File: config.mk
export PLATFORM = sky130hd
export DESIGN_NAME = scs_ctrl
export DESIGN_NICKNAME = d
export VERILOG_FILES = /design/src/scs_pkg.sv /design/src/scs_ctrl.sv
export SDC_FILE = /design/constraint.sdc
export NUM_CORES = 1
export LEC_CHECK = 0
export BUFFER_PORTS_ARGS = -buffer_cell sky130_fd_sc_hd__buf_2
export CORE_AREA = 3 3 40 42
export DETAILED_ROUTE_END_ITERATION = 6
export DIE_AREA = 0 0 43 45
export GPL_TIMING_DRIVEN = 0
export MAX_ROUTING_LAYER = met4
export SETUP_SLACK_MARGIN = 0.05
export SLEW_MARGIN = 25
export SYNTH_ARGS = -nofsm -noshare
export SYNTH_HDL_FRONTEND = slang
export SYNTH_SLANG_ARGS = --single-unit
File: constraint.sdc
create_clock -name clk -period 1.1 [get_ports clk]
set_input_delay 0 -clock clk [delete_from_list [all_inputs] [get_ports clk]]
set_output_delay 0 -clock clk [all_outputs]
set_load 0.02 [all_outputs]
File: src/scs_pkg.sv
`timescale 1ns / 1ps
// ----------------------------------------------------------------------------
// scs_pkg: shared types and constants for sparse cosine similarity
// Accumulator widths, result widths and controller/datapath command structs.
// ----------------------------------------------------------------------------
package scs_pkg;

    localparam int ELEM_W       = 16;
    localparam int ACC_W        = 48;
    localparam int COS_W        = 16;
    localparam int PROD_W       = 96;
    localparam int CMP_W        = 128;
    localparam int QBITS        = 15;
    localparam int MAX_ELEMENTS = 65536;

    localparam logic [ACC_W-1:0] ACC_MAX = {ACC_W{1'b1}};
    localparam logic [COS_W-1:0] COS_ONE = 16'd32768;

    typedef struct packed {
        logic accum;     // add the accepted pair into the accumulators
        logic clear;     // zero the accumulators
        logic start;     // latch accumulators and begin the root/divide search
        logic step;      // run one step of the search sequence
        logic load_out;  // move the result into the output register
    } cmd_t;

    typedef struct packed {
        logic search_done;
    } stat_t;

endpackage

File: src/scs_ctrl.sv
`timescale 1ns / 1ps
// ----------------------------------------------------------------------------
// scs_ctrl: controller for sparse cosine similarity
// Sequences accumulation, the result search and the output handshake.
// ----------------------------------------------------------------------------
module scs_ctrl (
    input  logic           clk,
    input  logic           rst_n,
    input  logic           in_valid,
    output logic           in_stall,
    input  logic           in_last,
    output logic           out_valid,
    input  logic           out_stall,
    output scs_pkg::cmd_t  cmd,
    input  scs_pkg::stat_t stat
);

    localparam logic [1:0] ST_ACC  = 2'd0;
    localparam logic [1:0] ST_CALC = 2'd1;
    localparam logic [1:0] ST_LOAD = 2'd2;

    logic [1:0] state_reg, state_next;
    logic       ov_reg, ov_next;
    logic       take;

    // out register frees when taken; no new item accepted while a result
    // is being computed
    assign in_stall  = (state_reg != ST_ACC) || (ov_reg && out_stall && in_last);
    assign take      = in_valid && !in_stall;
    assign out_valid = ov_reg;

    always_comb
    begin
        cmd        = '0;
        state_next = state_reg;
        ov_next    = ov_reg && out_stall;
        unique case (state_reg)
            ST_ACC:
            begin
                if (take)
                begin
                    cmd.accum = 1'b1;
                    if (in_last)
                        state_next = ST_CALC;
                end
            end
            ST_CALC:
            begin
                cmd.start  = 1'b1;
                cmd.clear  = 1'b1;
                state_next = ST_LOAD;
            end
            ST_LOAD:
            begin
                cmd.step = 1'b1;
                if (stat.search_done && !(ov_reg && out_stall))
                begin
                    cmd.step     = 1'b0;
                    cmd.load_out = 1'b1;
                    ov_next      = 1'b1;
                    state_next   = ST_ACC;
                end
            end
            default: state_next = ST_ACC;
        endcase
    end

    always_ff @(posedge clk or negedge rst_n)
    begin
        if (!rst_n)
        begin
            state_reg <= ST_ACC;
            ov_reg    <= 1'b0;
        end
        else
        begin
            state_reg <= state_next;
            ov_reg    <= ov_next;
        end
    end

`ifndef NO_ASSERTIONS
    a_accum_only_acc: assert property (@(posedge clk) disable iff (!rst_n)
        cmd.accum |-> state_reg == ST_ACC) else $error("accumulate outside ACC");
    a_load_sets_valid: assert property (@(posedge clk) disable iff (!rst_n)
        cmd.load_out |=> out_valid) else $error("result not shown");
    a_last_to_calc: assert property (@(posedge clk) disable iff (!rst_n)
        (take && in_last) |=> state_reg == ST_CALC) else $error("last not handled");
    a_no_overwrite: assert property (@(posedge clk) disable iff (!rst_n)
        cmd.load_out |-> !(ov_reg && out_stall)) else $error("result overwritten");
`endif

endmodule

# Yosys cells after proc, flatten, opt, wreduce, memory -nomap -nowiden
# Cells that the tools add are included.
# word_totals
out_inout_bits	7
regBits	3
in_bits	6
# classes
eq_ne	5
n_reduce_logical	10
muxes	11
# op_table
cell	n
2-bit 2-to-1 mux	6
2-bit != test, second input constant	3
2-bit case mux with 3 select lines	1
1-bit logical AND	4
1-bit 2-to-1 mux	4
3-bit AND reduction	1
2-bit by 1-bit equality test with 1-bit output, second input constant	1
2-bit equality test, second input constant	1
1-bit zero test	2
2-bit zero test	1
2-bit nonzero test	1
1-bit logical OR	1

# Logic depth before layout (Yosys ltp)
# Gate-level depths: netlist (run 1).
# logic_depth
depth_word	7
mapped_depth	2
mapped_depth_nobuf	2

# Least setup slack after synthesis (run 1)
# OpenSTA, ideal clock, no wires.
# synth_path
path_type	reg2out
from	reg ov_reg, in the netlist out_valid
to	out cmd[1] (netlist bit)
stages_incl_launch_ff	3
n_path_buf	0
required_ps	1100
arrival_ps	889
slack_ps	211
cell_sequence	dfrtp_1 a21boi_1 nor2_1
# synth_lines
item	line	source
start: declaration	scs_ctrl.sv:23	logic ov_reg, ov_next;
start signal: assignment	scs_ctrl.sv:78	ov_reg <= ov_next;
end: declaration	scs_ctrl.sv:14	output scs_pkg::cmd_t cmd,

==> summary.md, run 1 <==
### Placement
• 46 — Cell Count Post-Placement
• 0.2175 ns — worst setup timing slack at the placement stage
• 12 — number of input and output port buffers inserted
• 0.7245 — routability cong.

### Worst setup path
• 3 — logic depth of the worst register-to-register path
• 4 — maximum fanout count along the critical path
• nand3b_1 > a21oi_1 > buf_4 — Cell Chain, Critical Path
• 1.09 ns — Data arrival, critical path
• 0.39 ns — biggest cell delay along the critical path
• 1.10 ns — WP data required
• reg -> out — Crit Path Class
• 0.25 ns — Worst R2R Setup Slack
• primary output — type of element capturing the critical path
• out_valid$_DFF_PN0_ — end of the worst register-to-register path
• flop — nature of the critical path startpoint
• sky130_fd_sc_hd__dfrtp_1 — crit path max-delay cell type
• state_reg[0]$_DFFE_PN0P_ — critical register-to-register path startpoint

### Global routing
• 703 um — global-route wire length before repair
• 187 — via count of the first global-routing pass
• 6 — largest net degree at the start of global routing
• 0 — antenna violations before repair
• 0.05412 — overall fraction of global-route tracks in use
• 0 — overflow left after global routing

### Floorplan
• 13 — row count
• 43 um — die span in x
• 45 um — die outline height
• 1285 um^2 — area of the core
• 0.1315 — initial core utilization
• 1935 um^2 — die footprint
• 13 — boundary pin count

### Timing
• 0.005681 ns — worst-case setup margin in the final layout
• 0 — # setup viols final
• 0.9948 — final worst path period share
• true — unrepaired setup endpoints after global routing
• 0 — Final Hold Fails
• 913.8 MHz — Fmax
• 0 — final max-slew violation count
• 0.1588 ns — transition time at the pin with the least slew margin
• 0.001004 ns — final clock skew
• 1.094 ns — shortest clock period the worst path allows after layout
• 0.8941 — headroom to the max-slew limit

### Detailed routing
• 3.827 — routed vias/inst
• 199 — number of vias in the routed layout
• 9.173 um — average detailed-routed wire length per instance
• 3 — drt first-iter violations
• 477 um — DRT Wirelength
• 0 — number of nets with antenna violations after detailed routing
• 2 — count of TritonRoute iterations in the first routing pass
• 0 — DRC

### Power
• 0.4952 mV — worst voltage drop across the vdd grid
• 0.401 — share of total power in combinational logic
• 0.3533 — switching part of the total power
• 1828 nW/um^2 — Power Density
• 0.3847 mW — Cell Int Power
• 0.2101 mW — switching power of the nets
• 0.1700 nW — leakage power total
• 0.328 — clock power share
• 0.271 — sequential share of power

### Synth
• 0.4444 — Synth top area share
• 0 — number of warnings issued by yosys
• 8.890 um^2 — Avg Cell Area, Syn
• 19 — Post-Synthesis Cells
• 25 — nets in the synthesized netlist
• sky130_fd_sc_hd__dfrtp_1 44%, sky130_fd_sc_hd__buf_4 8.9%, sky130_fd_sc_hd__nand2_1 6.7% — largest cells by area after synthesis
• 3 — flip-flop and latch count after synthesis
• 13 — post-synth cell types
• 0.4444 — portion of the post-synthesis area used by sequential elements
• 168.9 um^2 — Synth Cell Area
• sky130_fd_sc_hd__dfrtp_1 — cell type with the largest total area after synthesis

### Clock network
• 0.23 ns — worst-skew pair later-pin latency
• 0.04 ns — clock transition at the register clock pins on the worst setup and hold paths after CTS
• 1 — H-tree level count
• 3 — cts bufs inserted
• sky130_fd_sc_hd__clkbuf_4 — buffer cell driving the clock tree root
• 2 — CTS max path bufs
• 3 — clock sinks
• yes — clock tree from TritonCTS

### Cells and area
• 148 — Fill cells
• 0 — Antenna Cells
• 44 — fin nets
• 52 — Final Non-Filler Cells
• 92.59% — area grow syn2layout
• 0.5946 — fraction of layout cells with a size suffix above 1
• 2 — number of flip-flops in the largest register

### Hold path
• in -> reg — path type of the worst min-delay path
• state_reg[0]$_DFFE_PN0P_ — Min-Delay Endpoint
• in_last — Min-Delay Startpoint
• 2 — Worst Hold Path Cells

### Run
• 0 — Max-cap violations

### Status
• finished clean — outcome

[cell usage in the layout (no fill, tap or decap), drive strengths merged]
master and instances:
a21oi 1, nand3 1, nand2b 1, and3 1, and4 1, nand2 3, nor2b 1, buf 15
o21bai 1, dfrtp 3, a21boi 1, nor2 2, nand3b 1, dlygate4sd3 1, clkbuf 4
[Yosys cell counts, drive strengths merged]
library cell	n
a21boi	1
a21oi	1
and3	1
and4	1
buf	2
dfrtp	3
nand2	3
nand2b	1
nand3	1
nand3b	1
nor2	2
nor2b	1
o21bai	1
[metrics by stage]
step | power [mW] | instance area (um^2) | util | hold slack [ns] | TNS [ns]
after floorplan | 0.2821 | 168.9 | - | -0.2956 | 0
after global placement | 0.3491 | 247.7 | 0.1928 | -0.2028 | 0
final | 0.5948 | 325.3 | 0.2532 | 0.05657 | 0
after detailed placement | 0.3540 | 247.7 | 0.1928 | -0.2005 | 0
after global routing | 0.6343 | 325.3 | 0.2532 | 0.05535 | -0.1329
after CTS | 0.5864 | 306.5 | 0.2386 | 0.03607 | 0
[worst max-delay path by stage]
stage / slack, ns / cells past startpoint / start / to
final: 0.006 / 3 / state_reg[0]$_DFFE_PN0P_ / cmd[0]
after global routing: -0.05 / 3 / state_reg[0]$_DFFE_PN0P_ / cmd[0]
after CTS: 0.005 / 3 / state_reg[0]$_DFFE_PN0P_ / cmd[0]
after detailed placement: 0.22 / 3 / state_reg[1]$_DFFE_PN0P_ / cmd[4]
after global placement: 0.23 / 3 / state_reg[1]$_DFFE_PN0P_ / cmd[4]
after floorplan: 0.21 / 2 / out_valid$_DFF_PN0_ / cmd[1]
[metal layers]
metal,routed length (um),part of all wire,GRT usage
met5,0,0,-
met4,0,0,0.05422
met3,39,0.082,0.02390
met2,222,0.47,0.07784
met1,216,0.45,0.05327
[cells by family (layout without fill, tap and decap cells)]
family          after synthesis  after routing  synth area share
simple gates                 11             11            0.3482
compound gates                3              3            0.1185
buf+inv                       2             20           0.08886
flops                         3              3            0.4444
[cell type report]
cell class / instances / area (um^2) / area share
Tap cell: 15 / 18.77 / 0.05769
Clock buffer: 4 / 26.28 / 0.08077
Buffer: 2 / 15.01 / 0.04615
Multi-Input combinational cell: 14 / 87.58 / 0.2692
Timing Repair Buffer: 14 / 101.3 / 0.3115
Sequential cell: 3 / 76.32 / 0.2346
[power groups by stage]
stage	Sequential (mW)	Clock, mW	Combinational (mW)
floorplan	0.161	0	0.121
global placement	0.155	0	0.195
CTS	0.159	0.205	0.222
finish	0.161	0.195	0.238
detailed placement	0.156	0	0.198
global route	0.168	0.212	0.255
[worst max-delay path, delay by kind of cell, from the launching register on]
kind	cells	cell delay [ns]
buffers and inverters	1	0.16
flip-flops	1	0.39
AO/OA/AOI/OAI	1	0.13
AND/OR/NAND/NOR	1	0.18
[timing repair]
item / 4_1_cts / 5_1_grt
buffers inserted: 1 / 0
cloned: 0 / 0
gates resized for setup: 6 / 6
pin swaps: 1 / 0
hold buffers: 1 / 0
hold endpoints to repair: 3 / 0
endpoints found under the setup margin: 5 / 5
Power figures use the tool's default switching activity.
==> run 2, diff against run 1 <==
Clock period 1.1 ns to 1.2 ns, I/O delays scaled along.
==> summary.md, run 2 (same netlist as run 1, synthesis figures left out) <==
### Timing
• 0 ns — Post-Route Setup TNS, unchanged
• 0.9450 — final worst path period share
• 0 — # setup viols final, unchanged
• 0.1868 ns — transition time at the pin with the least slew margin, was 0.1588 ns
• 0 — final max-slew violation count, unchanged
• 0.002461 ns — final clock skew, was 0.001004 ns
• 1.134 ns — shortest clock period the worst path allows after layout
• 0.8752 — headroom to the max-slew limit, was 0.8941
• 881.8 MHz — Fmax
• 0 — Final Hold Fails, unchanged
• true — unrepaired setup endpoints after global routing, unchanged

### Floorplan
• 13 — row count, unchanged
• 0.1315 — initial core utilization, unchanged
• 45 um — die outline height, unchanged
• 13 — boundary pin count, unchanged
• 1935 um^2 — die footprint, unchanged
• 43 um — die span in x, unchanged
• 1285 um^2 — area of the core, unchanged

### Cells and area
• 0 — Antenna Cells, unchanged
• 0.5135 — fraction of layout cells with a size suffix above 1, was 0.5946
• 2 — number of flip-flops in the largest register, unchanged
• 149 — Fill cells, was 148
• 11 x sky130_fd_sc_hd__buf_2, 4 x sky130_fd_sc_hd__buf_4, 3 x sky130_fd_sc_hd__nand2_1, 3 x sky130_fd_sc_hd__clkbuf_4, 3 x sky130_fd_sc_hd__dfrtp_1 — most frequent cells in the layout, was 7 x sky130_fd_sc_hd__buf_2, 5 x sky130_fd_sc_hd__buf_4, 3 x sky130_fd_sc_hd__nand2_1, 3 x sky130_fd_sc_hd__clkbuf_4, 3 x sky130_fd_sc_hd__buf_6
• 75.07 um^2 — combined flip-flop and latch cell area, was 76.32 um^2
• 82.58 um^2 — footprint of the multi-input gates, was 87.58 um^2
• sky130_fd_sc_hd__buf_2 — most common library cell in the layout ignoring fill and taps, unchanged
• 76.30% — area grow syn2layout, was 92.59%
• 0.2317 — Final Util, was 0.2532
• 44 — fin nets, unchanged

### Clock network
• yes — clock tree from TritonCTS, unchanged
• 0.23 ns — worst-skew pair later-pin latency, about the same
• 3 — cts bufs inserted, unchanged
• 2 — CTS max path bufs, unchanged
• sky130_fd_sc_hd__clkbuf_4 — buffer cell driving the clock tree root, unchanged
• 0.04 ns — clock transition at the register clock pins on the worst setup and hold paths after CTS, about the same
• 1 — H-tree level count, unchanged
• 3 — clock sinks, unchanged

### Global routing
• 0 — overflow left after global routing, unchanged
• 6 — largest net degree at the start of global routing, unchanged
• 662 um — global-route wire length before repair, was 703 um
• 0 — antenna violations before repair, unchanged
• 170 — via count of the first global-routing pass, was 187
• 0.05155 — overall fraction of global-route tracks in use, was 0.05412

### Worst setup path
• 1.20 ns — WP data required, was 1.10 ns
• reg -> out — Crit Path Class, unchanged
• primary output — type of element capturing the critical path, unchanged
• 4 — maximum fanout count along the critical path, unchanged
• 1.13 ns — Data arrival, critical path, was 1.09 ns
• flop — nature of the critical path startpoint, unchanged

### Detailed routing
• 9.135 um — average detailed-routed wire length per instance, was 9.173 um
• 0 — number of nets with antenna violations after detailed routing, unchanged
• 190 — number of vias in the routed layout, was 199
• 0 — DRC, unchanged
• 2 — count of TritonRoute iterations in the first routing pass, unchanged
• 475 um — DRT Wirelength, was 477 um
• 4 — drt first-iter violations, was 3
• 3.654 — routed vias/inst, was 3.827

### Hold path
• in -> reg — path type of the worst min-delay path, unchanged

### Status
• finished clean — outcome, unchanged

### Power
• 0.1671 nW — leakage power total, was 0.1700 nW
• 0.4319 mV — worst voltage drop across the vdd grid, was 0.4952 mV
• 1730 nW/um^2 — Power Density, was 1828 nW/um^2

### Placement
• 12 — number of input and output port buffers inserted, unchanged
• 0.7245 — routability cong., unchanged

### Run
• 0 — Max-cap violations, unchanged

[run 2: worst max-delay path, cell delays in order, from the launching register on]
cell                      delay [ns]
sky130_fd_sc_hd__dfrtp_1        0.40
sky130_fd_sc_hd__nor2_1         0.18
sky130_fd_sc_hd__and3_1         0.17
sky130_fd_sc_hd__buf_2          0.16
[run 2: final timing paths]
path                                           from                       end  slack [ns]  cells after the start
max                        state_reg[1]$_DFFE_PN0P_                    cmd[4]        0.07                      3
min                                         in_last  state_reg[0]$_DFFE_PN0P_        0.05                      2
max reg2reg                state_reg[1]$_DFFE_PN0P_  state_reg[0]$_DFFE_PN0P_        0.35                      2
min reg2reg                     out_valid$_DFF_PN0_       out_valid$_DFF_PN0_        0.61                      2
max in group asynchronous                     rst_n  state_reg[1]$_DFFE_PN0P_        1.01                      2
min in group asynchronous                     rst_n  state_reg[0]$_DFFE_PN0P_        0.08                      2
[run 2: through the flow]
step	instance area (um^2)	worst slack [ns]	power (mW)	hold WS (ns)	std cells
2_1_floorplan	168.9	0.3113	0.2586	-0.2956	19
3_3_place_gp	247.7	0.3258	0.3200	-0.2028	46
4_1_cts	284.0	0.06352	0.5142	0.03607	51
6_report	297.8	0.06601	0.5152	0.05488	52
3_5_place_dp	247.7	0.3175	0.3245	-0.2005	46
5_1_grt	297.8	0.003471	0.5475	0.05104	52
[run 2: timing repair]
action,4_1_cts,5_1_grt
hold buffers,1,0
resized for setup,0,2
setup buffers,0,1
endpoints found under the setup margin,0,5
hold endpoints to repair,3,0
[run 2: area by class of cell]
cell class / instances / area share
clock buffers: 4 / 0.08824
multi-input cells: 14 / 0.2773
repair buffers: 14 / 0.2689
flip-flops and latches: 3 / 0.2521
plain buffers: 2 / 0.05042
well taps: 15 / 0.06303
[run 2: per-layer routing]
| metal | wire length, um | global-route usage | vias to the layer above | share of wire |
|---|---|---|---|---|
| li1 | - | - | 98 | - |
| met1 | 224 | 0.05327 | 83 | 0.47 |
| met2 | 204 | 0.06886 | 9 | 0.43 |
| met3 | 45 | 0.02390 | 0 | 0.095 |
| met4 | 0 | 0.05422 | 0 | 0 |
| met5 | 0 | - | - | 0 |
[run 2: where the power goes]
part | internal [mW] | total (mW) | switching, mW
Combinational | 0.0819 | 0.192 | 0.110
Clock | 0.125 | 0.181 | 0.0557
Sequential | 0.121 | 0.143 | 0.0219
==> run 3, diff against run 2 <==
Settings changed: CORE_AREA 3 3 40 42 to 5 5 42 44, DIE_AREA 0 0 43 45 to 0 0 47 49.
==> summary.md, run 3 (same netlist as run 1, synthesis figures left out) <==
### Worst setup path
• primary output — type of element capturing the critical path, unchanged
• 1.12 ns — Data arrival, critical path, was 1.13 ns
• flip-flops — top cell family by delay on the critical path, unchanged
• 0.39 ns — biggest cell delay along the critical path, was 0.40 ns
• 4 — maximum fanout count along the critical path, unchanged
• flop — nature of the critical path startpoint, unchanged
• reg -> out — Crit Path Class, unchanged
• 1.20 ns — WP data required, about the same
• 1 — CP Buf/Inv Count, unchanged
• nand3b_1 > a21oi_2 > buf_4 — Cell Chain, Critical Path, was nor2_1 > and3_1 > buf_2
• sky130_fd_sc_hd__dfrtp_1 — crit path max-delay cell type, unchanged

### Floorplan
• 13 — boundary pin count, unchanged
• 47 um — die span in x, was 43 um
• 0.1205 — initial core utilization, was 0.1315
• 1401 um^2 — area of the core, was 1285 um^2
• 14 — row count, was 13
• 49 um — die outline height, was 45 um
• 2303 um^2 — die footprint, was 1935 um^2

### Placement
• 249.0 um^2 — Placement Cell Area, was 247.7 um^2
• 364.7 um — Detail Placement HPWL
• 0.6066 — routability cong., was 0.7245
• 0.3172 ns — worst setup timing slack at the placement stage, was 0.3175 ns
• 12 — number of input and output port buffers inserted, unchanged

### Global routing
• 676 um — global-route wire length before repair, was 662 um
• 6 — largest net degree at the start of global routing, unchanged
• 204 — via count of the first global-routing pass, was 170
• 0 — overflow left after global routing, unchanged
• 0 — antenna violations before repair, unchanged
• 0.04920 — overall fraction of global-route tracks in use, was 0.05155

### Power
• 0.2548 mV — worst voltage drop across the vdd grid, was 0.4319 mV
• 0.5136 mW — Design Power, was 0.5152 mW
• 1732 nW/um^2 — Power Density, was 1730 nW/um^2
• 0.1626 nW — leakage power total, was 0.1671 nW

### Status
• finished clean — outcome, unchanged

### Cells and area
• 43 — fin nets, was 44
• 163 — Fill cells, was 149
• 0 — Antenna Cells, unchanged
• 2 — number of flip-flops in the largest register, unchanged
• 87.58 um^2 — footprint of the multi-input gates, was 82.58 um^2
• 296.5 um^2 — fin area, was 297.8 um^2
• 11 x sky130_fd_sc_hd__buf_2, 3 x sky130_fd_sc_hd__nand2_1, 3 x sky130_fd_sc_hd__buf_4, 3 x sky130_fd_sc_hd__clkbuf_4, 3 x sky130_fd_sc_hd__dfrtp_1 — most frequent cells in the layout, was 11 x sky130_fd_sc_hd__buf_2, 4 x sky130_fd_sc_hd__buf_4, 3 x sky130_fd_sc_hd__nand2_1, 3 x sky130_fd_sc_hd__clkbuf_4, 3 x sky130_fd_sc_hd__dfrtp_1
• sky130_fd_sc_hd__buf_2 — most common library cell in the layout ignoring fill and taps, unchanged
• 75.07 um^2 — combined flip-flop and latch cell area, unchanged
• 0.5556 — fraction of layout cells with a size suffix above 1, was 0.5135
• 75.56% — area grow syn2layout, was 76.30%

### Timing
• 0 — final max-slew violation count, unchanged
• 0.08176 ns — worst-case setup margin in the final layout, was 0.06601 ns
• 0.8843 — headroom to the max-slew limit, was 0.8752
• 0 — Final Hold Fails, unchanged
• 0.1736 ns — transition time at the pin with the least slew margin, was 0.1868 ns
• 0.04334 ns — hold slack final, was 0.05488 ns
• true — unrepaired setup endpoints after global routing, unchanged
• 1.118 ns — shortest clock period the worst path allows after layout, was 1.134 ns
• 0 — # setup viols final, unchanged
• 894.3 MHz — Fmax, was 881.8 MHz
• 0.9319 — final worst path period share, was 0.9450
• 0.002356 ns — final clock skew, was 0.002461 ns
• 0 ns — Post-Route Setup TNS, unchanged

### Run
• 0 — Max-cap violations, unchanged

### Clock network
• sky130_fd_sc_hd__clkbuf_4 — buffer cell driving the clock tree root, unchanged
• 1 — H-tree level count, unchanged
• 3 — cts bufs inserted, unchanged
• 0.04 ns — clock transition at the register clock pins on the worst setup and hold paths after CTS, about the same
• 3 — clock sinks, unchanged
• 2 — CTS max path bufs, unchanged
• 0 — post-CTS setup buffer count, unchanged
• yes — clock tree from TritonCTS, unchanged
• 0.23 ns — worst-skew pair later-pin latency, about the same

### Detailed routing
• 472 um — DRT Wirelength, was 475 um
• 202 — number of vias in the routed layout, was 190
• 9.077 um — average detailed-routed wire length per instance, was 9.135 um
• 0 — number of nets with antenna violations after detailed routing, unchanged
• 4 — count of TritonRoute iterations in the first routing pass, was 2
• 3.885 — routed vias/inst, was 3.654
• 0 — DRC, unchanged
• 20 — drt first-iter violations, was 4

### Hold path
• in -> reg — path type of the worst min-delay path, unchanged

run 3: cell types whose count changed in the layout (fill, tap and decap cells not counted):
cell / delta
sky130_fd_sc_hd__a21boi_1: +1
sky130_fd_sc_hd__nor2b_1: -1
sky130_fd_sc_hd__a21oi_1: -1
sky130_fd_sc_hd__a21oi_2: +1
sky130_fd_sc_hd__nor2_1: -1
sky130_fd_sc_hd__nor2_2: +1
sky130_fd_sc_hd__nor2b_2: +1
sky130_fd_sc_hd__a21boi_2: -1
sky130_fd_sc_hd__buf_4: -1
run 3: through the flow:
step,utilization,std cells
detailed placement,0.1777,47
CTS,0.2036,52
floorplan,-,19
global placement,0.1777,47
global route,0.2116,52
finish,0.2116,52
run 3: worst paths after layout:
kind	from	endpoint	slack (ns)	depth (start not counted)
worst min register to register	out_valid$_DFF_PN0_	out_valid$_DFF_PN0_	0.61	2
max in group asynchronous	rst_n	out_valid$_DFF_PN0_	1.00	2
worst max-delay path	state_reg[0]$_DFFE_PN0P_	cmd[0]	0.08	3
worst max register to register	state_reg[0]$_DFFE_PN0P_	state_reg[1]$_DFFE_PN0P_	0.36	2
min in group asynchronous	rst_n	state_reg[0]$_DFFE_PN0P_	0.09	2
worst min-delay path	in_last	state_reg[0]$_DFFE_PN0P_	0.04	2
run 3: what timing repair did:
action / CTS / global route
setup endpoints to repair: 0 / 4
hold buffers: 1 / 0
resized for setup: 0 / 4
endpoints found under the hold margin: 3 / 0
run 3: routing by layer:
metal,track usage,vias to the layer above,share of wire
li1,-,96,-
met1,0.03319,88,0.29
met2,0.06561,16,0.49
met3,0.03321,2,0.18
met4,0.06912,0,0.036
met5,-,-,0
run 3: final cells by class:
cell class                      count  share of cell area
Timing Repair Buffer               13              0.2447
Tap cell                           16             0.06751
Multi-Input combinational cell     14              0.2954
Sequential cell                     3              0.2532
Clock buffer                        4             0.08861
Buffer                              2             0.05063
run 3: power by group:
group | internal [mW] | switching, mW | total [mW]
clock | 0.125 | 0.0544 | 0.179
combinational | 0.0801 | 0.108 | 0.188
sequential | 0.121 | 0.0251 | 0.146
